--- src/design/pwrcd_pkg.sv ---
package pwrcd_pkg;

   // Code length and derived window size
   localparam int CODE_BITS = 12;
   localparam int WIN_LEN   = 2 * CODE_BITS;

   // Field widths
   localparam int DUR_W      = 24;
   localparam int REG_W      = 23;
   localparam int OUT_CODE_W = 12;
   localparam int SERIAL_W   = 10;
   localparam int BUTTON_W   = 2;
   localparam int CSR_IDX_W  = 2;

   // Register reset values, microseconds
   localparam logic [REG_W-1:0] SHORT_MIN_RST = REG_W'(280);
   localparam logic [REG_W-1:0] SHORT_MAX_RST = REG_W'(1120);
   localparam logic [REG_W-1:0] LONG_MIN_RST  = REG_W'(560);
   localparam logic [REG_W-1:0] LONG_MAX_RST  = REG_W'(2240);

   // Queue between classifier and matcher (depth is a power of two)
   localparam int QUEUE_DEPTH = 2;
   localparam int QUEUE_PTR_W = $clog2(QUEUE_DEPTH);
   localparam int QUEUE_CNT_W = $clog2(QUEUE_DEPTH + 1);

   typedef enum logic [CSR_IDX_W-1:0] {
      CFG_SHORT_MIN = 2'd0,
      CFG_SHORT_MAX = 2'd1,
      CFG_LONG_MIN  = 2'd2,
      CFG_LONG_MAX  = 2'd3
   } cfg_index_type;

   typedef struct packed {
      logic signed [DUR_W-1:0] duration;
      logic                    frame_last;
   } req_type;

   typedef struct packed {
      logic                  found;
      logic [OUT_CODE_W-1:0] code;
      logic [SERIAL_W-1:0]   serial;
      logic [BUTTON_W-1:0]   button;
   } rsp_type;

   // Duration class: mark flag plus short / long hits
   typedef struct packed {
      logic mark;
      logic short_hit;
      logic long_hit;
   } class_type;

   typedef struct packed {
      class_type cls;
      logic      last;
   } qent_type;

endpackage

--- src/design/pwrcd_front.sv ---
module pwrcd_front (
   input  logic                            clock,
   input  logic                            reset,
   input  logic                            csr_we,
   input  logic [pwrcd_pkg::CSR_IDX_W-1:0] csr_index,
   input  logic [pwrcd_pkg::REG_W-1:0]     csr_wdata,
   input  pwrcd_pkg::req_type              req_data,
   output pwrcd_pkg::qent_type             ent
);

   logic [pwrcd_pkg::REG_W-1:0] short_min_ff, short_max_ff, long_min_ff, long_max_ff;
   logic [pwrcd_pkg::DUR_W-1:0] dur_u;
   logic [pwrcd_pkg::DUR_W-1:0] mag;
   logic                        neg;
   logic                        is_zero;

   always_ff @(posedge clock) begin
      if (reset) begin
         short_min_ff <= pwrcd_pkg::SHORT_MIN_RST;
         short_max_ff <= pwrcd_pkg::SHORT_MAX_RST;
         long_min_ff  <= pwrcd_pkg::LONG_MIN_RST;
         long_max_ff  <= pwrcd_pkg::LONG_MAX_RST;
      end else if (csr_we) begin
         unique case (pwrcd_pkg::cfg_index_type'(csr_index))
            pwrcd_pkg::CFG_SHORT_MIN: short_min_ff <= csr_wdata;
            pwrcd_pkg::CFG_SHORT_MAX: short_max_ff <= csr_wdata;
            pwrcd_pkg::CFG_LONG_MIN:  long_min_ff  <= csr_wdata;
            pwrcd_pkg::CFG_LONG_MAX:  long_max_ff  <= csr_wdata;
         endcase
      end
   end

   // Magnitude is exact: the most negative value gives 2^23, above every bound
   always_comb begin
      dur_u   = pwrcd_pkg::DUR_W'(req_data.duration);
      neg     = dur_u[pwrcd_pkg::DUR_W-1];
      is_zero = (dur_u == '0);
      mag     = neg ? pwrcd_pkg::DUR_W'(-dur_u) : dur_u;

      ent.last = req_data.frame_last;
      if (is_zero) begin
         ent.cls = '0;
      end else begin
         ent.cls.mark      = !neg;
         ent.cls.short_hit = (mag >= pwrcd_pkg::DUR_W'(short_min_ff)) &&
                             (mag <= pwrcd_pkg::DUR_W'(short_max_ff));
         ent.cls.long_hit  = (mag >= pwrcd_pkg::DUR_W'(long_min_ff)) &&
                             (mag <= pwrcd_pkg::DUR_W'(long_max_ff));
      end
   end

endmodule

--- src/design/pwrcd_queue.sv ---
module pwrcd_queue (
   input  logic                clock,
   input  logic                reset,
   input  logic                push,
   input  pwrcd_pkg::qent_type push_data,
   output logic                full,
   input  logic                pop,
   output logic                head_valid,
   output pwrcd_pkg::qent_type head_data
);

   pwrcd_pkg::qent_type                 slot_ff [pwrcd_pkg::QUEUE_DEPTH];
   logic [pwrcd_pkg::QUEUE_PTR_W-1:0]   wr_ptr_ff, wr_ptr_in;
   logic [pwrcd_pkg::QUEUE_PTR_W-1:0]   rd_ptr_ff, rd_ptr_in;
   logic [pwrcd_pkg::QUEUE_CNT_W-1:0]   count_ff, count_in;

   assign full       = (count_ff == pwrcd_pkg::QUEUE_CNT_W'(pwrcd_pkg::QUEUE_DEPTH));
   assign head_valid = (count_ff != '0);
   assign head_data  = slot_ff[rd_ptr_ff];

   always_comb begin
      wr_ptr_in = push ? pwrcd_pkg::QUEUE_PTR_W'(wr_ptr_ff + 1'b1) : wr_ptr_ff;
      rd_ptr_in = pop  ? pwrcd_pkg::QUEUE_PTR_W'(rd_ptr_ff + 1'b1) : rd_ptr_ff;
      unique case ({push, pop})
         2'b10:   count_in = pwrcd_pkg::QUEUE_CNT_W'(count_ff + 1'b1);
         2'b01:   count_in = pwrcd_pkg::QUEUE_CNT_W'(count_ff - 1'b1);
         default: count_in = count_ff;
      endcase
   end

   always_ff @(posedge clock) begin
      if (reset) begin
         wr_ptr_ff <= '0;
         rd_ptr_ff <= '0;
         count_ff  <= '0;
      end else begin
         wr_ptr_ff <= wr_ptr_in;
         rd_ptr_ff <= rd_ptr_in;
         count_ff  <= count_in;
      end
   end

   always_ff @(posedge clock) begin
      if (push) begin
         slot_ff[wr_ptr_ff] <= push_data;
      end
   end

endmodule

--- src/design/pwrcd_back.sv ---
module pwrcd_back (
   input  logic                clock,
   input  logic                reset,
   input  logic                head_valid,
   input  pwrcd_pkg::qent_type head_data,
   output logic                pop,
   output logic                rsp_valid,
   input  logic                rsp_stall,
   output pwrcd_pkg::rsp_type  rsp_data
);

   pwrcd_pkg::class_type              win_ff [pwrcd_pkg::WIN_LEN];
   pwrcd_pkg::class_type              win_in [pwrcd_pkg::WIN_LEN];
   pwrcd_pkg::class_type              win_nx [pwrcd_pkg::WIN_LEN];
   logic                              reported_ff, reported_in;
   logic                              rsp_valid_ff, rsp_valid_in;
   pwrcd_pkg::rsp_type                rsp_data_ff, rsp_data_in;
   logic [pwrcd_pkg::CODE_BITS-1:0]   pair_ok;
   logic [pwrcd_pkg::CODE_BITS-1:0]   code_full;
   logic [pwrcd_pkg::OUT_CODE_W-1:0]  code_out;
   logic                              all_ok;
   logic                              emit;

   assign rsp_valid = rsp_valid_ff;
   assign rsp_data  = rsp_data_ff;

   // Take the next class whenever the output slot is free or being drained
   assign pop = head_valid && (!rsp_valid_ff || !rsp_stall);

   // Window after this shift, oldest first
   always_comb begin
      for (int i = 0; i < pwrcd_pkg::WIN_LEN - 1; i++) begin
         win_nx[i] = win_ff[i+1];
      end
      win_nx[pwrcd_pkg::WIN_LEN-1] = head_data.cls;
   end

   // Pairs checked independently; bit 0 rule wins on overlap
   always_comb begin
      for (int i = 0; i < pwrcd_pkg::CODE_BITS; i++) begin
         pair_ok[i] = win_nx[2*i].mark && !win_nx[2*i+1].mark &&
                      ((win_nx[2*i].short_hit && win_nx[2*i+1].long_hit) ||
                       (win_nx[2*i].long_hit && win_nx[2*i+1].short_hit));
         code_full[pwrcd_pkg::CODE_BITS-1-i] =
            !(win_nx[2*i].short_hit && win_nx[2*i+1].long_hit);
      end
      all_ok   = &pair_ok;
      code_out = pwrcd_pkg::OUT_CODE_W'(code_full);
      emit     = !reported_ff && (all_ok || head_data.last);
   end

   always_comb begin
      win_in       = win_ff;
      reported_in  = reported_ff;
      rsp_valid_in = rsp_valid_ff && rsp_stall;
      rsp_data_in  = rsp_data_ff;
      if (pop) begin
         if (head_data.last) begin
            for (int i = 0; i < pwrcd_pkg::WIN_LEN; i++) begin
               win_in[i] = '0;
            end
            reported_in = 1'b0;
         end else begin
            win_in      = win_nx;
            reported_in = reported_ff || all_ok;
         end
         if (emit) begin
            rsp_valid_in       = 1'b1;
            rsp_data_in.found  = all_ok;
            rsp_data_in.code   = all_ok ? code_out : '0;
            rsp_data_in.serial = all_ok ?
               code_out[pwrcd_pkg::OUT_CODE_W-1:pwrcd_pkg::BUTTON_W] : '0;
            rsp_data_in.button = all_ok ? code_out[pwrcd_pkg::BUTTON_W-1:0] : '0;
         end
      end
   end

   always_ff @(posedge clock) begin
      if (reset) begin
         for (int i = 0; i < pwrcd_pkg::WIN_LEN; i++) begin
            win_ff[i] <= '0;
         end
         reported_ff  <= 1'b0;
         rsp_valid_ff <= 1'b0;
      end else begin
         win_ff       <= win_in;
         reported_ff  <= reported_in;
         rsp_valid_ff <= rsp_valid_in;
      end
   end

   always_ff @(posedge clock) begin
      rsp_data_ff <= rsp_data_in;
   end

endmodule

--- src/design/pulse_width_remote_code_decoder_core.sv ---
// Path: a duration transferred on req yields its result, if any, on rsp once
//   classified into the queue and then matched into the output register.
// Throughput: one duration per cycle unless rsp stalls, set by the window
//   shift and pair check in the back end; zero or one result per duration.
// Reset (synchronous, active high): bounds to 280/1120/560/2240 us, queue,
//   window and reported flag cleared, no result pending.
module pulse_width_remote_code_decoder_core (
   input  logic                            clock,
   input  logic                            reset,
   // input channel
   input  logic                            req_valid,
   output logic                            req_stall,
   input  pwrcd_pkg::req_type              req_data,
   // result channel
   output logic                            rsp_valid,
   input  logic                            rsp_stall,
   output pwrcd_pkg::rsp_type              rsp_data,
   // register writes
   input  logic                            csr_we,
   input  logic [pwrcd_pkg::CSR_IDX_W-1:0] csr_index,
   input  logic [pwrcd_pkg::REG_W-1:0]     csr_wdata
);

   pwrcd_pkg::qent_type front_ent;
   pwrcd_pkg::qent_type head_data;
   logic                q_full;
   logic                head_valid;
   logic                pop;
   logic                push;

   // A transfer on req pushes straight into the queue
   assign push      = req_valid && !q_full;
   assign req_stall = q_full;

   // Front end: bound registers and duration classification
   pwrcd_front u_front (
      .clock     (clock),
      .reset     (reset),
      .csr_we    (csr_we),
      .csr_index (csr_index),
      .csr_wdata (csr_wdata),
      .req_data  (req_data),
      .ent       (front_ent)
   );

   // Short queue decouples req stall from rsp stall
   pwrcd_queue u_queue (
      .clock      (clock),
      .reset      (reset),
      .push       (push),
      .push_data  (front_ent),
      .full       (q_full),
      .pop        (pop),
      .head_valid (head_valid),
      .head_data  (head_data)
   );

   // Back end: sliding class window, pair match, once-per-frame report
   pwrcd_back u_back (
      .clock      (clock),
      .reset      (reset),
      .head_valid (head_valid),
      .head_data  (head_data),
      .pop        (pop),
      .rsp_valid  (rsp_valid),
      .rsp_stall  (rsp_stall),
      .rsp_data   (rsp_data)
   );

endmodule
--- config.mk ---
export PLATFORM = sky130hd
export DESIGN_NAME = pulse_width_remote_code_decoder_core
export DESIGN_NICKNAME = d
export VERILOG_FILES = /design/src/design/pwrcd_pkg.sv /design/src/design/pwrcd_front.sv /design/src/design/pwrcd_queue.sv /design/src/design/pwrcd_back.sv /design/src/design/pulse_width_remote_code_decoder_core.sv
export SDC_FILE = /design/constraint.sdc
export NUM_CORES = 1
export LEC_CHECK = 0
export ABC_AREA = 1
export BUFFER_PORTS_ARGS = -buffer_cell sky130_fd_sc_hd__buf_2
export CAP_MARGIN = 30
export CORE_MARGIN = 2
export CORE_UTILIZATION = 40
export DETAILED_ROUTE_END_ITERATION = 10
export GPL_ROUTABILITY_DRIVEN = 0
export SETUP_SLACK_MARGIN = 0.15
export SLEW_MARGIN = 20
export SYNTH_ARGS = -nofsm -noshare
export SYNTH_HDL_FRONTEND = slang
export SYNTH_SLANG_ARGS = --single-unit
--- constraint.sdc ---
create_clock -name clock -period 2.8 [get_ports clock]
set_input_delay 0.28 -clock clock [delete_from_list [all_inputs] [get_ports clock]]
set_output_delay 0.28 -clock clock [all_outputs]
set_load 0.05 [all_outputs]
==> results of run 1 <==
-- through the flow --
stage | worst slack [ps] | cells | power, mW | cell area, um2
final | 322 | 1728 | 7.49 | 11400
after global placement | -56.7 | 1689 | 5.00 | 10600
after detailed placement | -119 | 1689 | 5.02 | 10600
after global routing | 109 | 1727 | 7.93 | 11400
after floorplan | 189 | 1310 | 4.54 | 9850
after CTS | 331 | 1721 | 7.53 | 11300
-- registers in the layout, summed over array words and instances, names as in the netlist, 2 cells and up, named ones only --
signal,count
u_back.rsp_data,13
u_back.win_ff,69
u_front.long_max_ff,23
u_front.long_min_ff,23
u_front.short_max_ff,23
u_front.short_min_ff,23
u_queue.count_ff,2
u_queue.slot_ff,8
-- metal layers --
layer  vias to the layer above  part of all wire (%)  track usage [%]  wire [um]
li1                       4430                     -                -          -
met1                      3700                    48             24.1      11200
met2                       149                    47             31.3      10900
met3                        29                   3.1             3.36        729
met4                         0                   1.9             5.07        442
met5                         -                     0                0          0
-- synthesized netlist by cell type (6+ instances only) --
cell type,n
a21o_1,6
a21oi_1,203
buf_2,15
buf_4,13
clkbuf_1,33
dfxtp_1,168
edfxtp_1,21
ha_1,94
inv_1,150
inv_2,8
nand2_1,322
nand3_1,18
nand4_1,14
nor2_1,75
nor3_1,9
o211ai_1,9
o21ai_0,79
o21ai_1,22
xor2_1,19
-- timing repair --
action	4_1_cts	5_1_grt
endpoints found under the setup margin	0	4
buffers inserted	0	6
gates resized for setup	0	23
-- placed cells by master, fill, tap and decap left out, types with 6 or more instances in the layout --
| cell type | instances |
|---|---|
| a21o_1 | 6 |
| a21oi_1 | 202 |
| buf_2 | 79 |
| buf_4 | 41 |
| clkbuf_16 | 17 |
| clkinv_8 | 6 |
| dfxtp_1 | 168 |
| edfxtp_1 | 21 |
| ha_1 | 93 |
| inv_1 | 146 |
| inv_2 | 10 |
| nand2_1 | 319 |
| nand3_1 | 18 |
| nand4_1 | 14 |
| nor2_1 | 70 |
| nor2_2 | 9 |
| nor3_1 | 9 |
| o211ai_1 | 9 |
| o21ai_0 | 79 |
| o21ai_1 | 22 |
| xor2_1 | 16 |
-- layout make-up --
class                   count  share of cell area (%)
repair buffers            124                    6.71
well taps                 324                    3.55
multi-input cells         900                    44.0
inverters                 158                    5.24
clock buffers              17                    3.73
flip-flops and latches    189                    35.0
diodes                      1                  0.0219
clock inverters            15                    1.77
-- power breakdown --
part           switching (mW)  leakage, nW  internal [mW]  total (mW)
Sequential             0.0825         1.57           2.93        3.01
Combinational            1.38         2.98          0.573        1.96
Clock                    1.29        0.301           1.24        2.52
-- worst reg2reg max path: cells and delay by family, from the launching register on --
| kind | cells | cell delay [ps] |
|---|---|---|
| buffers and inverters | 1 | 420 |
| AND/OR/NAND/NOR | 8 | 680 |
| AO/OA/AOI/OAI | 1 | 190 |
| flip-flops | 1 | 470 |
-- how the worst max path moves through the flow --
stage	from	end	slack [ps]
6_report	req_data[1]	u_queue.slot_ff[1][2]	320
5_1_grt	req_data[1]	u_queue.slot_ff[0][2]	110
4_1_cts	req_data[1]	u_queue.slot_ff[0][1]	330
3_5_place_dp	req_data[2]	u_queue.slot_ff[1][2]	-120
3_3_place_gp	req_data[1]	u_queue.slot_ff[1][2]	-60
2_1_floorplan	req_data[1]	u_queue.slot_ff[0][1]	190
-- kinds of logic after synthesis --
kind of cell             after synthesis  synth area share (%)
AO/OA/AOI/OAI                        324                  17.1
XOR/XNOR                              22                  1.96
adder cells (fa/ha/maj)               94                  11.9
buffers and inverters                221                  9.19
flip-flops                           189                  40.6
multiplexers                           1                 0.114
AND/OR/NAND/NOR                      459                  19.2
==> run_results.csv, run 1 <==
group,metric,value,unit
power_and_ir_drop,p_leak,4.85,nW
die,io_pins,82,
global_routing,first_global_vias,7887,
clocking,cts_hold_buf,0,
global_routing,grt-ovfl-total,0,
critical_path,slowest_delay,280,ps
finish,area_delta_synth_final,15.9,%
logic_synthesis,ys_seq_area_share,40.6,%
die,die_w,161,um
timing,fmaxAchievable,403,MHz
timing,holdWs,32.2,ps
detailed_routing,ant_nets,0,
global_routing,antenna_found_initial,1,
detailed_routing,drt-initial-drc-count,443,
timing,setup_viol,0,
detailed_routing,routedWlPerCell,13.5,um
global_routing,grt_pass1_wl,38900,um
logic_synthesis,syn_area_per_cell,7.52,um2
logic_synthesis,ys.flop_type,"dfxtp_1",
detailed_routing,drt_wl_total,23300,um
logic_synthesis,synth_cell_types,36,
clocking,clk_path_buf_depth,2,
die,dieArea,25900,um2
logic_synthesis,synth_seq_cells,189,
logic_synthesis,synth.area.top_cells,"dfxtp_1 34%, nand2_1 12%, ha_1 12%",
timing,tightest_slew,756,ps
finish,fillers,2447,
die,core-area,24200,um2
logic_synthesis,syn-num-nets,1459,
critical_path,crit_top_cell,"nand4_1",
clocking,clock_latency,440,ps
detailed_routing,first_pass_iters,5,
logic_synthesis,synth_top_area_share,34.2,%
timing,finalCriticalPeriod,2480,ps
detailed_routing,vias,8308,
critical_path,regToRegSetupSlack,680,ps
die,num_rows,57,
timing,hold_viol_final,0,
critical_path,cpLargestDelayFamily,"simple AND/OR/NAND/NOR gates",
detailed_routing,drc,0,
timing,finalCritPeriodShare,88.5,%
critical_path,path_buf_inv,3,
worst_hold_path,min_path_type,"primary input to register",
place,dpl.hpwl,16700,um
flow_run,drv_cap,0,
critical_path,worst-endpoint-arrival,2750,ps
clocking,cts_root_buf,"clkbuf_16",
logic_synthesis,ys.warnings.count,0,
global_routing,grt_max_degree,75,
worst_hold_path,holdPathEnd,"u_queue.slot_ff[0][0]",
finish,final_util,47.1,%
clocking,cts_tree,"built",
worst_hold_path,min_from,"req_data[0]",
critical_path,path_cells,"buf_6 > inv_4 > ha_4 > nand4_1 > nor2_2 > nand2_2 > nand2_2 > o21ai_0 > xor2_1 > buf_4 > ha_1 > and3_4 > nand4_1 > nor2_2 > nand4_1 > nand2_1 > nand2_1 > nor2_1",
finish,drive_above_1_share,14.0,%
critical_path,crit_fanout,4,
logic_synthesis,netlist_instances,1310,
place,portBuffers,81,
finish,seq_area,3990,um2
finish,multi_input_area,5020,um2
power_and_ir_drop,ir_drop,0.548,mV
logic_synthesis,synthArstFlopShare,0,%
worst_hold_path,min_path_cells,1,
detailed_routing,via_per_inst,4.81,
critical_path,worstReg2RegEnd,"u_back.rsp_data[13]",
critical_path,startpoint_type,"primary input",
die,initial_utilization,40.6,%
critical_path,criticalPathCategory,"primary input to register",
run_status,outcome,"completed",
die,die_h,161,um
timing,drv_slew,0,
clocking,h-tree-depth,4,
logic_synthesis,synth_top_cell_by_area,"dfxtp_1",
timing,fin_skew,15.6,ps
timing,relSlewSlack,49.6,%
logic_synthesis,syn_area,9850,um2
critical_path,end_kind,"register",
power_and_ir_drop,p_per_area,657,nW/um2
timing,setup-tns-final,0,ps
global_routing,grt_use_total,18.4,%
critical_path,ff2ff_path_depth,10,
critical_path,cp.depth,18,
timing,rsz0062_at_grt,"false",
critical_path,cpMaxStageDelayCell,"ha_1",
finish,num-nets-final,1539,
critical_path,worst_ep_required_time,3070,ps
logic_synthesis,synth-edff-count,21,
clocking,numClockSinks,189,
clocking,clk_pin_slew,70,ps
clocking,cts_made_buffers,17,
Power figures use the tool's default switching activity.
==> run 2: changes to the inputs <==
--- a/config.mk
+++ b/config.mk
@@ -10,6 +10,7 @@
 export CAP_MARGIN = 30
 export CORE_MARGIN = 2
 export CORE_UTILIZATION = 40
+export CTS_BUF_LIST = sky130_fd_sc_hd__clkbuf_2 sky130_fd_sc_hd__clkbuf_4 sky130_fd_sc_hd__clkbuf_8
 export DETAILED_ROUTE_END_ITERATION = 10
 export GPL_ROUTABILITY_DRIVEN = 0
 export SETUP_SLACK_MARGIN = 0.15
==> run 2 against run 1 <==
Clock skew increased by 19 ps. Clock power decreased by 24%. Flip-flop and latch count unchanged. Count of clock-buffer cells in the layout unchanged. First-iteration DRC count increased by 10%. Critical path depth unchanged. Sequential power about the same. Maximum frequency increased by 2.2%. Largest power group unchanged.
==> run_results.csv, run 2 (synthesis gave the netlist of run 1 again) <==
group,metric,value,unit
place,pre_cts_ws,-119,ps
die,die_h,161,um
global_routing,antenna_found_initial,1,
clocking,cts_made_buffers,17,
timing,fin_ws,374,ps
worst_hold_path,min_path_type,"primary input to register",
timing,hold_viol_final,0,
flow_run,drv_cap,0,
detailed_routing,drc,0,
timing,finalCritPeriodShare,86.6,%
timing,finalCriticalPeriod,2430,ps
finish,layout_common_cells,"320 x nand2_1, 202 x a21oi_1, 168 x dfxtp_1",
clocking,cts_root_buf,"clkbuf_8",
detailed_routing,first_pass_iters,5,
die,num_rows,57,
clocking,h-tree-depth,4,
detailed_routing,drt_wl_total,23300,um
detailed_routing,wl_met1,11200,um
global_routing,grt_use_total,18.5,%
critical_path,ff2ff_path_depth,10,
die,dieArea,25900,um2
detailed_routing,wl_met2,10900,um
timing,drv_slew,0,
detailed_routing,top_layer_used,"met4",
clocking,clock_latency,490,ps
finish,drive_above_1_share,13.8,%
detailed_routing,via_per_inst,4.81,
detailed_routing,vias,8308,
timing,fmaxAchievable,412,MHz
detailed_routing,route.met3.wl,759,um
finish,final_common_cell,"nand2_1",
critical_path,criticalPathCategory,"primary input to register",
power_and_ir_drop,p_per_area,615,nW/um2
critical_path,crit_fanout,4,
critical_path,worst-endpoint-arrival,2740,ps
detailed_routing,drt-initial-drc-count,489,
timing,fin_skew,34.3,ps
die,core-area,24200,um2
die,die_w,161,um
clocking,cts_tree,"built",
global_routing,grt_max_degree,75,
die,io_pins,82,
timing,tightest_slew,777,ps
critical_path,startpoint_type,"primary input",
finish,stdcell_area,11200,um2
power_and_ir_drop,ir_drop,0.482,mV
global_routing,first_global_vias,7858,
place,portBuffers,81,
global_routing,grt-ovfl-total,0,
critical_path,end_kind,"register",
timing,relSlewSlack,48.2,%
worst_hold_path,min_path_cells,3,
place,dpl.hpwl,16700,um
finish,fillers,2479,
die,initial_utilization,40.6,%
clocking,clk_pin_slew,120,ps
global_routing,grt_pass1_wl,38900,um
timing,holdWs,67.6,ps
clocking,numClockSinks,189,
run_status,outcome,"completed",
timing,setup_viol,0,
finish,num-nets-final,1539,
detailed_routing,ant_nets,0,
place,place_area,10600,um2
detailed_routing,routedWlPerCell,13.5,um
power_and_ir_drop,p_leak,4.76,nW
finish,top_register,"u_back.win_ff",
clocking,clk_path_buf_depth,2,
timing,rsz0062_at_grt,"false",
critical_path,worst_ep_required_time,3120,ps
finish,largest_reg_flops,69,
finish,area_delta_synth_final,13.8,%
run 2: cell count changes in the layout (fill, tap and decap cells not counted), moves of 2 or more:
cell,change
buf_2,+2
buf_6,-2
clkbuf_16,-17
clkbuf_8,+17
inv_4,-2
run 2: what timing repair did:
action	in CTS	in global routing
hold buffers	1	0
hold endpoints to repair	2	0
gates resized for setup	0	19
buffers inserted	0	5
setup endpoints to repair	0	4
run 2: path summary, 6_finish.rpt:
check / start / end / slack (ps)
max: req_data[2] / u_queue.slot_ff[1][2] / 370
min reg2reg: u_back.reported_ff / u_back.reported_ff / 460
max reg2reg: register / u_back.rsp_data[11] / 680
min: csr_wdata[3] / u_front.short_min_ff[3] / 70
run 2: power by group:
| part | switching, mW | total, mW | internal [mW] |
|---|---|---|---|
| combinational | 1.38 | 1.95 | 0.570 |
| sequential | 0.0825 | 3.01 | 2.93 |
| clock | 1.21 | 1.92 | 0.711 |
| total | 2.68 | 6.89 | 4.21 |
run 2: worst max-delay path, stage by stage:
cell	delay [ps]
buf_2	100
inv_2	70
ha_4	130
nand4_1	170
nor2_2	190
nand2_2	110
nand2_2	90
o21ai_1	70
xor2_1	220
buf_4	160
ha_1	280
and3_4	190
nand4_1	130
nor2_2	150
nand4_1	100
nand2_1	90
nand2_1	50
nor2_1	160
run 2: cell type report:
cell class,instances,area (um2),area share (%)
Antenna cell,1,2.50,0.0223
Clock inverter,15,201,1.80
Clock buffer,17,234,2.09
Multi-Input combinational cell,900,5020,44.8
Inverter,158,593,5.29
Sequential cell,189,3990,35.6
Tap cell,324,405,3.62
Timing Repair Buffer,124,756,6.75
run 2: metrics by stage:
step | total power [mW] | instances | util, % | setup TNS (ps)
2_1_floorplan | 4.54 | 1310 | - | 0
3_3_place_gp | 5.00 | 1689 | 43.9 | -205
3_5_place_dp | 5.02 | 1689 | 43.9 | -464
4_1_cts | 6.95 | 1722 | 45.8 | 0
5_1_grt | 7.33 | 1727 | 46.2 | 0
6_report | 6.89 | 1728 | 46.2 | 0
run 2: layer usage:
layer | up-vias | GRT usage (%)
met5 | - | 0
met1 | 3684 | 24.0
li1 | 4432 | -
met2 | 165 | 31.2
met3 | 27 | 3.25
met4 | 0 | 6.25
